<file path="src/rtl/lapic_tmr_pkg.sv">
// Shared types, register offsets and helpers for the local APIC countdown timer.
package lapic_tmr_pkg;

    localparam int COUNT_WIDTH = 32;
    localparam int DATA_WIDTH  = 32;
    localparam int OFF_WIDTH   = 12;
    localparam int PRESC_WIDTH = 7;
    localparam int DIV_WIDTH   = PRESC_WIDTH + 1;

    localparam logic [OFF_WIDTH-1:0] OFF_LVT  = 12'h320;
    localparam logic [OFF_WIDTH-1:0] OFF_INIT = 12'h380;
    localparam logic [OFF_WIDTH-1:0] OFF_CURR = 12'h390;
    localparam logic [OFF_WIDTH-1:0] OFF_DIV  = 12'h3E0;

    localparam int LVT_MASK_BIT     = 16;
    localparam int LVT_PERIODIC_BIT = 17;

    typedef enum logic [1:0] {
        CMD_TICK  = 2'd0,
        CMD_WRITE = 2'd1,
        CMD_READ  = 2'd2
    } t_cmd;

    typedef struct packed {
        logic [DATA_WIDTH-1:0] read_data;
        logic                  timer_fired;
        logic [7:0]            fired_vector;
    } t_result;

    // Divide code bits {3,1,0}: 000 /2 ... 110 /128, 111 /1.
    function automatic logic [DIV_WIDTH-1:0] divisor(input logic [3:0] code);
        logic [2:0]           sel;
        logic [DIV_WIDTH-1:0] div;
        sel = {code[3], code[1:0]};
        if (sel == 3'b111) begin
            div = DIV_WIDTH'(1);
        end else begin
            div = DIV_WIDTH'(2) << sel;
        end
        return div;
    endfunction

endpackage

</file>
<file path="src/rtl/lapic_tmr_regs.sv">
// Timer register file and single-pass tick/access update logic.
module lapic_tmr_regs (
    input  logic                               i_clk,
    input  logic                               i_rst_n,
    input  logic                               i_accept,
    input  logic [1:0]                         i_command,
    input  logic [lapic_tmr_pkg::OFF_WIDTH-1:0]  i_reg_offset,
    input  logic [lapic_tmr_pkg::DATA_WIDTH-1:0] i_write_data,
    output lapic_tmr_pkg::t_result             o_result
);
    import lapic_tmr_pkg::*;

    logic [7:0]             r_vector, n_vector;
    logic                   r_masked, n_masked;
    logic                   r_periodic, n_periodic;
    logic [3:0]             r_div_code, n_div_code;
    logic [COUNT_WIDTH-1:0] r_init, n_init;
    logic [COUNT_WIDTH-1:0] r_curr, n_curr;
    logic [PRESC_WIDTH-1:0] r_presc, n_presc;

    logic [DIV_WIDTH-1:0]   presc_next;
    t_result                res;

    assign presc_next = {1'b0, r_presc} + DIV_WIDTH'(1);

    always_comb begin
        n_vector   = r_vector;
        n_masked   = r_masked;
        n_periodic = r_periodic;
        n_div_code = r_div_code;
        n_init     = r_init;
        n_curr     = r_curr;
        n_presc    = r_presc;
        res        = '0;
        unique case (i_command)
            CMD_TICK: begin
                if (r_curr != '0) begin
                    if (presc_next >= divisor(r_div_code)) begin
                        n_presc = '0;
                        if (r_curr == COUNT_WIDTH'(1)) begin
                            res.timer_fired  = !r_masked;
                            res.fired_vector = r_masked ? 8'd0 : r_vector;
                            n_curr           = r_periodic ? r_init : '0;
                        end else begin
                            n_curr = r_curr - COUNT_WIDTH'(1);
                        end
                    end else begin
                        n_presc = presc_next[PRESC_WIDTH-1:0];
                    end
                end
            end
            CMD_WRITE: begin
                unique case (i_reg_offset)
                    OFF_LVT: begin
                        n_vector   = i_write_data[7:0];
                        n_masked   = i_write_data[LVT_MASK_BIT];
                        n_periodic = i_write_data[LVT_PERIODIC_BIT];
                    end
                    OFF_INIT: begin
                        n_init  = i_write_data[COUNT_WIDTH-1:0];
                        n_curr  = i_write_data[COUNT_WIDTH-1:0];
                        n_presc = '0;
                    end
                    OFF_DIV: begin
                        n_div_code = {i_write_data[3], 1'b0, i_write_data[1:0]};
                    end
                    default: ;
                endcase
            end
            CMD_READ: begin
                unique case (i_reg_offset)
                    OFF_LVT: begin
                        res.read_data = {14'd0, r_periodic, r_masked, 8'd0, r_vector};
                    end
                    OFF_INIT: res.read_data = DATA_WIDTH'(r_init);
                    OFF_CURR: res.read_data = DATA_WIDTH'(r_curr);
                    OFF_DIV:  res.read_data = DATA_WIDTH'(r_div_code);
                    default:  ;
                endcase
            end
            default: ;
        endcase
    end

    assign o_result = res;

    always_ff @(posedge i_clk) begin
        if (!i_rst_n) begin
            r_vector   <= '0;
            r_masked   <= 1'b1;
            r_periodic <= 1'b0;
            r_div_code <= '0;
            r_init     <= '0;
            r_curr     <= '0;
            r_presc    <= '0;
        end else if (i_accept) begin
            r_vector   <= n_vector;
            r_masked   <= n_masked;
            r_periodic <= n_periodic;
            r_div_code <= n_div_code;
            r_init     <= n_init;
            r_curr     <= n_curr;
            r_presc    <= n_presc;
        end
    end

endmodule

</file>
<file path="src/rtl/local_apic_countdown_timer_top.sv">
// Top level of the local APIC countdown timer: handshakes and result register.
// Each accepted beat (tick, register write or register read) updates the timer
// state in the cycle it is accepted and yields exactly one result beat in the
// output register on the next cycle. One beat per clock is sustained; the
// input stays ready while a held result is taken in the same cycle, so the
// only stall comes from the output side holding i_out_ready low.
module local_apic_countdown_timer_top (
    input  logic                                 i_clk,
    input  logic                                 i_rst_n,
    input  logic                                 i_in_valid,
    output logic                                 o_in_ready,
    input  logic [1:0]                           i_command,
    input  logic [lapic_tmr_pkg::OFF_WIDTH-1:0]  i_reg_offset,
    input  logic [lapic_tmr_pkg::DATA_WIDTH-1:0] i_write_data,
    output logic                                 o_out_valid,
    input  logic                                 i_out_ready,
    output logic [lapic_tmr_pkg::DATA_WIDTH-1:0] o_read_data,
    output logic                                 o_timer_fired,
    output logic [7:0]                           o_fired_vector
);
    import lapic_tmr_pkg::*;

    logic    accept;
    logic    r_out_valid;
    t_result r_out;
    t_result result;

    assign o_in_ready = !r_out_valid || i_out_ready;
    assign accept     = i_in_valid && o_in_ready;

    lapic_tmr_regs u_regs (
        .i_clk        (i_clk),
        .i_rst_n      (i_rst_n),
        .i_accept     (accept),
        .i_command    (i_command),
        .i_reg_offset (i_reg_offset),
        .i_write_data (i_write_data),
        .o_result     (result)
    );

    always_ff @(posedge i_clk) begin
        if (!i_rst_n) begin
            r_out_valid <= 1'b0;
        end else if (accept) begin
            r_out_valid <= 1'b1;
        end else if (i_out_ready) begin
            r_out_valid <= 1'b0;
        end
    end

    always_ff @(posedge i_clk) begin
        if (accept) begin
            r_out <= result;
        end
    end

    assign o_out_valid    = r_out_valid;
    assign o_read_data    = r_out.read_data;
    assign o_timer_fired  = r_out.timer_fired;
    assign o_fired_vector = r_out.fired_vector;

endmodule

</file>
<file path="config.mk">
export PLATFORM = sky130hd
export DESIGN_NAME = local_apic_countdown_timer_top
export DESIGN_NICKNAME = d
export VERILOG_FILES = /design/src/rtl/lapic_tmr_pkg.sv /design/src/rtl/lapic_tmr_regs.sv /design/src/rtl/local_apic_countdown_timer_top.sv
export SDC_FILE = /design/constraint.sdc
export NUM_CORES = 1
export LEC_CHECK = 0
export ABC_AREA = 0
export ABC_CLOCK_PERIOD_IN_PS = 3790
export BUFFER_PORTS_ARGS = -buffer_cell sky130_fd_sc_hd__buf_2
export CAP_MARGIN = 20
export CORE_ASPECT_RATIO = 0.75
export CORE_MARGIN = 5
export CORE_UTILIZATION = 40
export DETAILED_ROUTE_END_ITERATION = 8
export GPL_TIMING_DRIVEN = 1
export PLACE_DENSITY = 0.7
export SLEW_MARGIN = 15
export SYNTH_ARGS = -nofsm -noshare
export SYNTH_HDL_FRONTEND = slang
export SYNTH_SLANG_ARGS = --single-unit
</file>
<file path="constraint.sdc">
create_clock -name i_clk -period 3.79 [get_ports i_clk]
set_input_delay 0.1895 -clock i_clk [delete_from_list [all_inputs] [get_ports i_clk]]
set_output_delay 0.1895 -clock i_clk [all_outputs]
set_load 0.01 [all_outputs]
</file>
* Word level (Yosys, flattened, before mapping)
Cells that the tools add are included.
Storage, ports and cells: logic and storage cells 61, register bits after elaboration 126, output and inout port bits 43
Operators by class: shifts and indexed selects 1, multiplexer cells 16, $add $sub $neg 2, bitwise operators 4, magnitude comparators 1, reduce and logical (&&, ||, !) cells 15, eq/ne operators 11
Operators by type and width (count):
- 2-to-1 mux 32 bit | 5
- case mux 32 bit (4 select lines) | 1
- case mux 32 bit (2 select lines) | 1
- equality test 12 x 10 -> 1 bit, second input constant | 4
- equality test 32 x 1 -> 1 bit, second input constant | 1
- nonzero test 32 bit | 1
- subtractor 32 x 1 -> 32 bit, second input constant | 1
- 2-to-1 mux 8 bit | 3
- 2-to-1 mux 7 bit | 3
- case mux 7 bit (2 select lines) | 1
- AND reduction 3 bit | 3
- adder 7 x 1 -> 8 bit, second input constant | 1
- >= comparator 8 bit | 1
- AND reduction 4 bit | 2
- left shift 2 x 3 -> 8 bit, first input constant | 1
- inequality test 2 x 1 -> 1 bit, second input constant | 3
- AND reduction 5 bit | 1
- OR reduction 5 bit | 1
- NOT 1 bit | 4
- nonzero test 2 bit | 2
- equality test 3 bit, second input constant | 1
- equality test 2 x 1 -> 1 bit, second input constant | 1
- equality test 2 bit, second input constant | 1
- zero test 1 bit | 2
- 4 further kinds | 5

* Depth between registers and ports, before layout
depth after elaboration 8, depth in mapped cells 11, gate-level depth less buffers 10

* Modules after synthesis
From an unflattened synthesis, not the netlist that was laid out.
Second synthesis, totals: cells, all modules 768, area, all modules 6786.5 um^2
By module, submodules not included:
- lapic_tmr_regs | area an instance 5497.8 um^2, cells an instance 722, instances 1, sequential area each 1681.6 um^2
- local_apic_countdown_timer_top | area an instance 1288.7 um^2, cells an instance 46, instances 1, sequential area each 1251.2 um^2

* Worst setup path after synthesis
Ideal clock, no wire load.
path kind reg2reg, start register u_regs.r_div_code[0], end register u_regs.r_curr[3], cell stages (with the launch flop) 11, library setup time 0.119 ns, path buffers 2, required time 3.671 ns, clock period less this slack 2.946 ns, arrival time 2.827 ns, path slack 0.844 ns, cells stage by stage dfxtp_1 clkbuf_1 or3b_2 ha_1 o21a_1 nor2_1 o41ai_1 or3_1 clkbuf_1 nand3_1 o221a_1
On the way: longest elaborated chain between the ends 7, elaborated cells on any way between the ends 8, classes of those cells order compare: 1; eq/ne: 2; shift: 1; mux: 3; reduce/logical: 1
RTL lines:
- from (decl) | RTL line lapic_tmr_regs.sv:16 | logic [3:0] r_div_code, n_div_code;
- from (signal assigned) | RTL line lapic_tmr_regs.sv:100 | r_div_code <= n_div_code;
- left shift 2 x 3 -> 8 bit / equality test 3 bit (equally long branches) | RTL line lapic_tmr_pkg.sv:38, lapic_tmr_pkg.sv:35
- 2-to-1 mux 8 bit * | RTL line lapic_tmr_pkg.sv:35 | if (sel == 3'b111) begin
- 2-to-1 mux 8 bit * | RTL line lapic_tmr_regs.sv:37 | if (r_curr != '0) begin
- 2-to-1 mux 8 bit * | RTL line lapic_tmr_regs.sv:35 | unique case (i_command)
- >= comparator 8 bit * | RTL line lapic_tmr_regs.sv:38 | if (presc_next >= divisor(r_div_code)) begin
- inequality test 2 x 1 -> 1 bit (no line) *
- AND reduction 5 bit (no line) *
- to (signal assigned) | RTL line lapic_tmr_regs.sv:102 | r_curr <= n_curr;
- to (decl) | RTL line lapic_tmr_regs.sv:18 | logic [COUNT_WIDTH-1:0] r_curr, n_curr;
Every way passes the cells marked *; elsewhere a longest branch is shown, timed or not. The select of a mux whose other input is x is not followed. A chain may end at the register's enable or synchronous reset.

* Final worst setup path
start register u_regs.r_presc[0], end register r_out, in the netlist o_fired_vector[6], data pin
On the way: longest elaborated chain between the ends 4
RTL lines:
- from (decl) | RTL line lapic_tmr_regs.sv:19 | logic [PRESC_WIDTH-1:0] r_presc, n_presc;
- from (signal assigned) | RTL line lapic_tmr_regs.sv:103 | r_presc <= n_presc;
- adder 7 x 1 -> 8 bit | RTL line lapic_tmr_regs.sv:24 | assign presc_next = {1'b0, r_presc} + DIV_WIDTH'(1);
- >= comparator 8 bit | RTL line lapic_tmr_regs.sv:38
- NOT 1 bit (no line)
- OR reduction 5 bit (no line)
- to (signal assigned) | RTL line local_apic_countdown_timer_top.sv:53 | r_out <= result;
- to (decl) | RTL line local_apic_countdown_timer_top.sv:25 | t_result r_out;
No other way between the ends.

==> impl_metrics.tcl <==
set metrics [dict create \
    grt_pass1_vias 5974 \
    most-common-layout-cells "nand2_1, buf_2, dfxtp_1" \
    first_iter_violations 663 \
    wl_per_cell_um 19.0 \
    use_met3 0.0723 \
    reg2reg_from "u_regs.r_presc[0]" \
    switching_share 0.269 \
    slew_headroom 0.416 \
    crit_chain "ha_1 > nand3_1 > nor2_1 > xor2_1 > ha_1 > nand2_1 > o21ai_0 > nor2_1 > nor3_2 > buf_4 > and2_1" \
    grt_overflow 0 \
    r2r_cells 11 \
    finalSetupViolations 0 \
    rsz0062_at_grt "no" \
    synth_warnings 0 \
    cpMaxStageDelayCell "o21ai_0" \
    firstDrtPassIters 5 \
    dp_hpwl_um 13900 \
    hold_start "i_write_data[25]" \
    critPathMaxFanout 5 \
    busiest_layer "met2" \
    cts_setup_buffers 0 \
    grt_util_met1 0.290 \
    arrival_ns 3.24 \
    critPathLaunch "u_regs.r_presc[0]" \
    setup_tns_ns 0 \
    slew_violations 0 \
    p_sw_mw 1.01 \
    synth_edf_count 41 \
    p_seq_frac 0.387 \
    power_frac_clock 0.445 \
    worstSkewPairLatency_ns 0.42 \
    p_leak_nw 2.97 \
    core_area_sq_um 16800 \
    dp_cells 1025 \
    cts-htree-levels 4 \
    crit_type "reg -> reg" \
    nets 892 \
    hold_path_depth 3 \
    status "finished clean" \
    p_int_mw 2.76 \
    synth-seq-area-share 0.430 \
    cts.sinks 126 \
    cp_num_cells 11 \
    gp_congestion 0.910 \
    place_area_sq_um 7420 \
    post_cts_resized 0 \
    synth_cells 758 \
    crit_buf_inv 1 \
    vias 6273 \
    fin_crit_ns 2.95 \
    grt_max_degree 44 \
    ys_ff_latch 126 \
    synth_nets 820 \
    synthFlopType "dfxtp_1" \
    start_util 0.406 \
    endpoint_kind "register" \
    clockBufferDepth 2 \
    finish.instance_area_sq_um 8030 \
    cts_hold_buf 1 \
    drt-total-wl_um 20100 \
    syn_to_final_growth_pct 17.8 \
    cts_tree "yes" \
    die_x_um 161 \
    hp-class "in -> reg" \
    clock_tree.root_cell "clkbuf_16" \
    diodes 0 \
    synthArstFlopShare 0 \
    period_share 0.778 \
    clock_skew_ns 0.0104 \
    worst_slew_pin_slew_ns 0.876 \
    cts_buffers 17 \
    grt_usage 0.208 \
    die_area_sq_um 19800 \
    drive_gt1_frac 0.202 \
    slowest_delay_ns 0.52 \
    final_antenna_net_count 0 \
    met2_usage 0.303 \
    place.port_buffers 92 \
    ios 93 \
    num_rows 41 \
    combPwrFrac 0.168 \
    path_delay_family "simple AND/OR/NAND/NOR gates" \
    antenna_found_initial 0 \
    powerDensity_nw_per_um2 470 \
    fmaxAchievable_mhz 339 \
    hold_violations 0 \
    cap_violations 0 \
    avgSynthCellArea_sq_um 8.99 \
    cp-start-kind "register" \
    final_cell_count_no_fill 1058 \
    vias_per_cell 5.93 \
    grt_pass1_wl_um 32700 \
    drc 0 \
    crit_required_ns 4.08 \
    syn_area_sq_um 6820 \
    synth.distinct_cells 72 \
    reg2reg_slack_ns 0.84 \
    final_common_cell "nand2_1" \
    cts.reportedPaths.clkPinSlew_ns 0.05 \
    ir_drop_v 0.000296 \
    die_h_um 123 \
]
-- logic make-up after synthesis --
family / Yosys count / synth area share
multiplexers: 38 / 0.0564
AND/OR/NAND/NOR: 299 / 0.219
flip-flops: 126 / 0.430
buffers and inverters: 73 / 0.0540
XOR/XNOR: 17 / 0.0218
adder cells (fa/ha/maj): 12 / 0.0220
AO/OA/AOI/OAI: 193 / 0.196
-- area by class of cell --
cell class              count  area (sq um)
multi-input cells         559          3540
clock inverters            14           174
fillers                  1580          8740
well taps                 215           269
flip-flops and latches    126          2930
inverters                   9          33.8
repair buffers            117           651
clock buffers              18           429
-- state kept, by name (all words and copies together) (netlist names) --
name               cells
o_fired_vector         8
o_out_valid            1
o_read_data           32
o_timer_fired          1
u_regs.r_curr         32
u_regs.r_div_code      3
u_regs.r_init         32
u_regs.r_masked        1
u_regs.r_periodic      1
u_regs.r_presc         7
u_regs.r_vector        8
-- power groups by stage --
| stage | Clock [mW] | Combinational [mW] | Sequential, mW |
|---|---|---|---|
| after floorplan | 0 | 0.453 | 1.49 |
| after global placement | 0 | 0.610 | 1.49 |
| after detailed placement | 0 | 0.616 | 1.49 |
| after CTS | 1.70 | 0.622 | 1.46 |
| after global routing | 1.76 | 0.696 | 1.46 |
| final | 1.68 | 0.633 | 1.46 |
-- cell usage after synthesis, types with 5 or more instances --
cell type	count	area share
o311ai_1	10	0.013
a311oi_1	22	0.028
a21oi_1	67	0.049
buf_2	8	0.0059
buf_4	6	0.0066
a222oi_1	8	0.012
nand4_1	9	0.0083
a31oi_1	7	0.0064
nor4_1	16	0.015
clkbuf_1	41	0.023
xnor2_1	8	0.010
xor2_1	9	0.012
inv_1	8	0.0044
nand2b_1	5	0.0046
o21ai_0	19	0.014
dfxtp_1	85	0.25
and2_1	9	0.0083
and3_1	6	0.0055
buf_6	8	0.013
nor3_1	21	0.015
o31ai_1	14	0.015
mux2i_1	35	0.051
o211ai_1	5	0.0055
ha_1	12	0.022
edfxtp_1	41	0.18
nand2_1	107	0.059
nor2_1	72	0.040
nand3b_1	6	0.0066
nand3_1	16	0.012
a211o_1	5	0.0064
-- worst min-delay path: stages --
cell and delay [ns]:
buf_2 0.11, nand2_1 0.05, a21oi_1 0.05
-- routing by layer --
metal  wire [um]  up-vias
met5           0        -
met4         355        0
met3        2280       33
met2        8310      329
met1        9200     2921
li1            -     2990
-- final timing paths --
path / end
worst max-delay path: o_fired_vector[6]
worst min-delay path: u_regs.r_init[25]
worst max register to register: o_fired_vector[6]
worst min register to register: u_regs.r_init[31]
-- stage by stage --
step / hold WS (ns) / total power, mW / utilization / setup WS, ns
after detailed placement: 0.445 / 2.10 / 0.442 / 0.855
final: 0.0210 / 3.77 / 0.479 / 0.840
after CTS: 0.00862 / 3.78 / 0.479 / 0.829
after floorplan: 0.318 / 1.94 / - / 0.844
after global routing: 0.0132 / 3.92 / 0.479 / 0.502
after global placement: 0.433 / 2.10 / 0.442 / 0.915
Power figures use the tool's default switching activity.
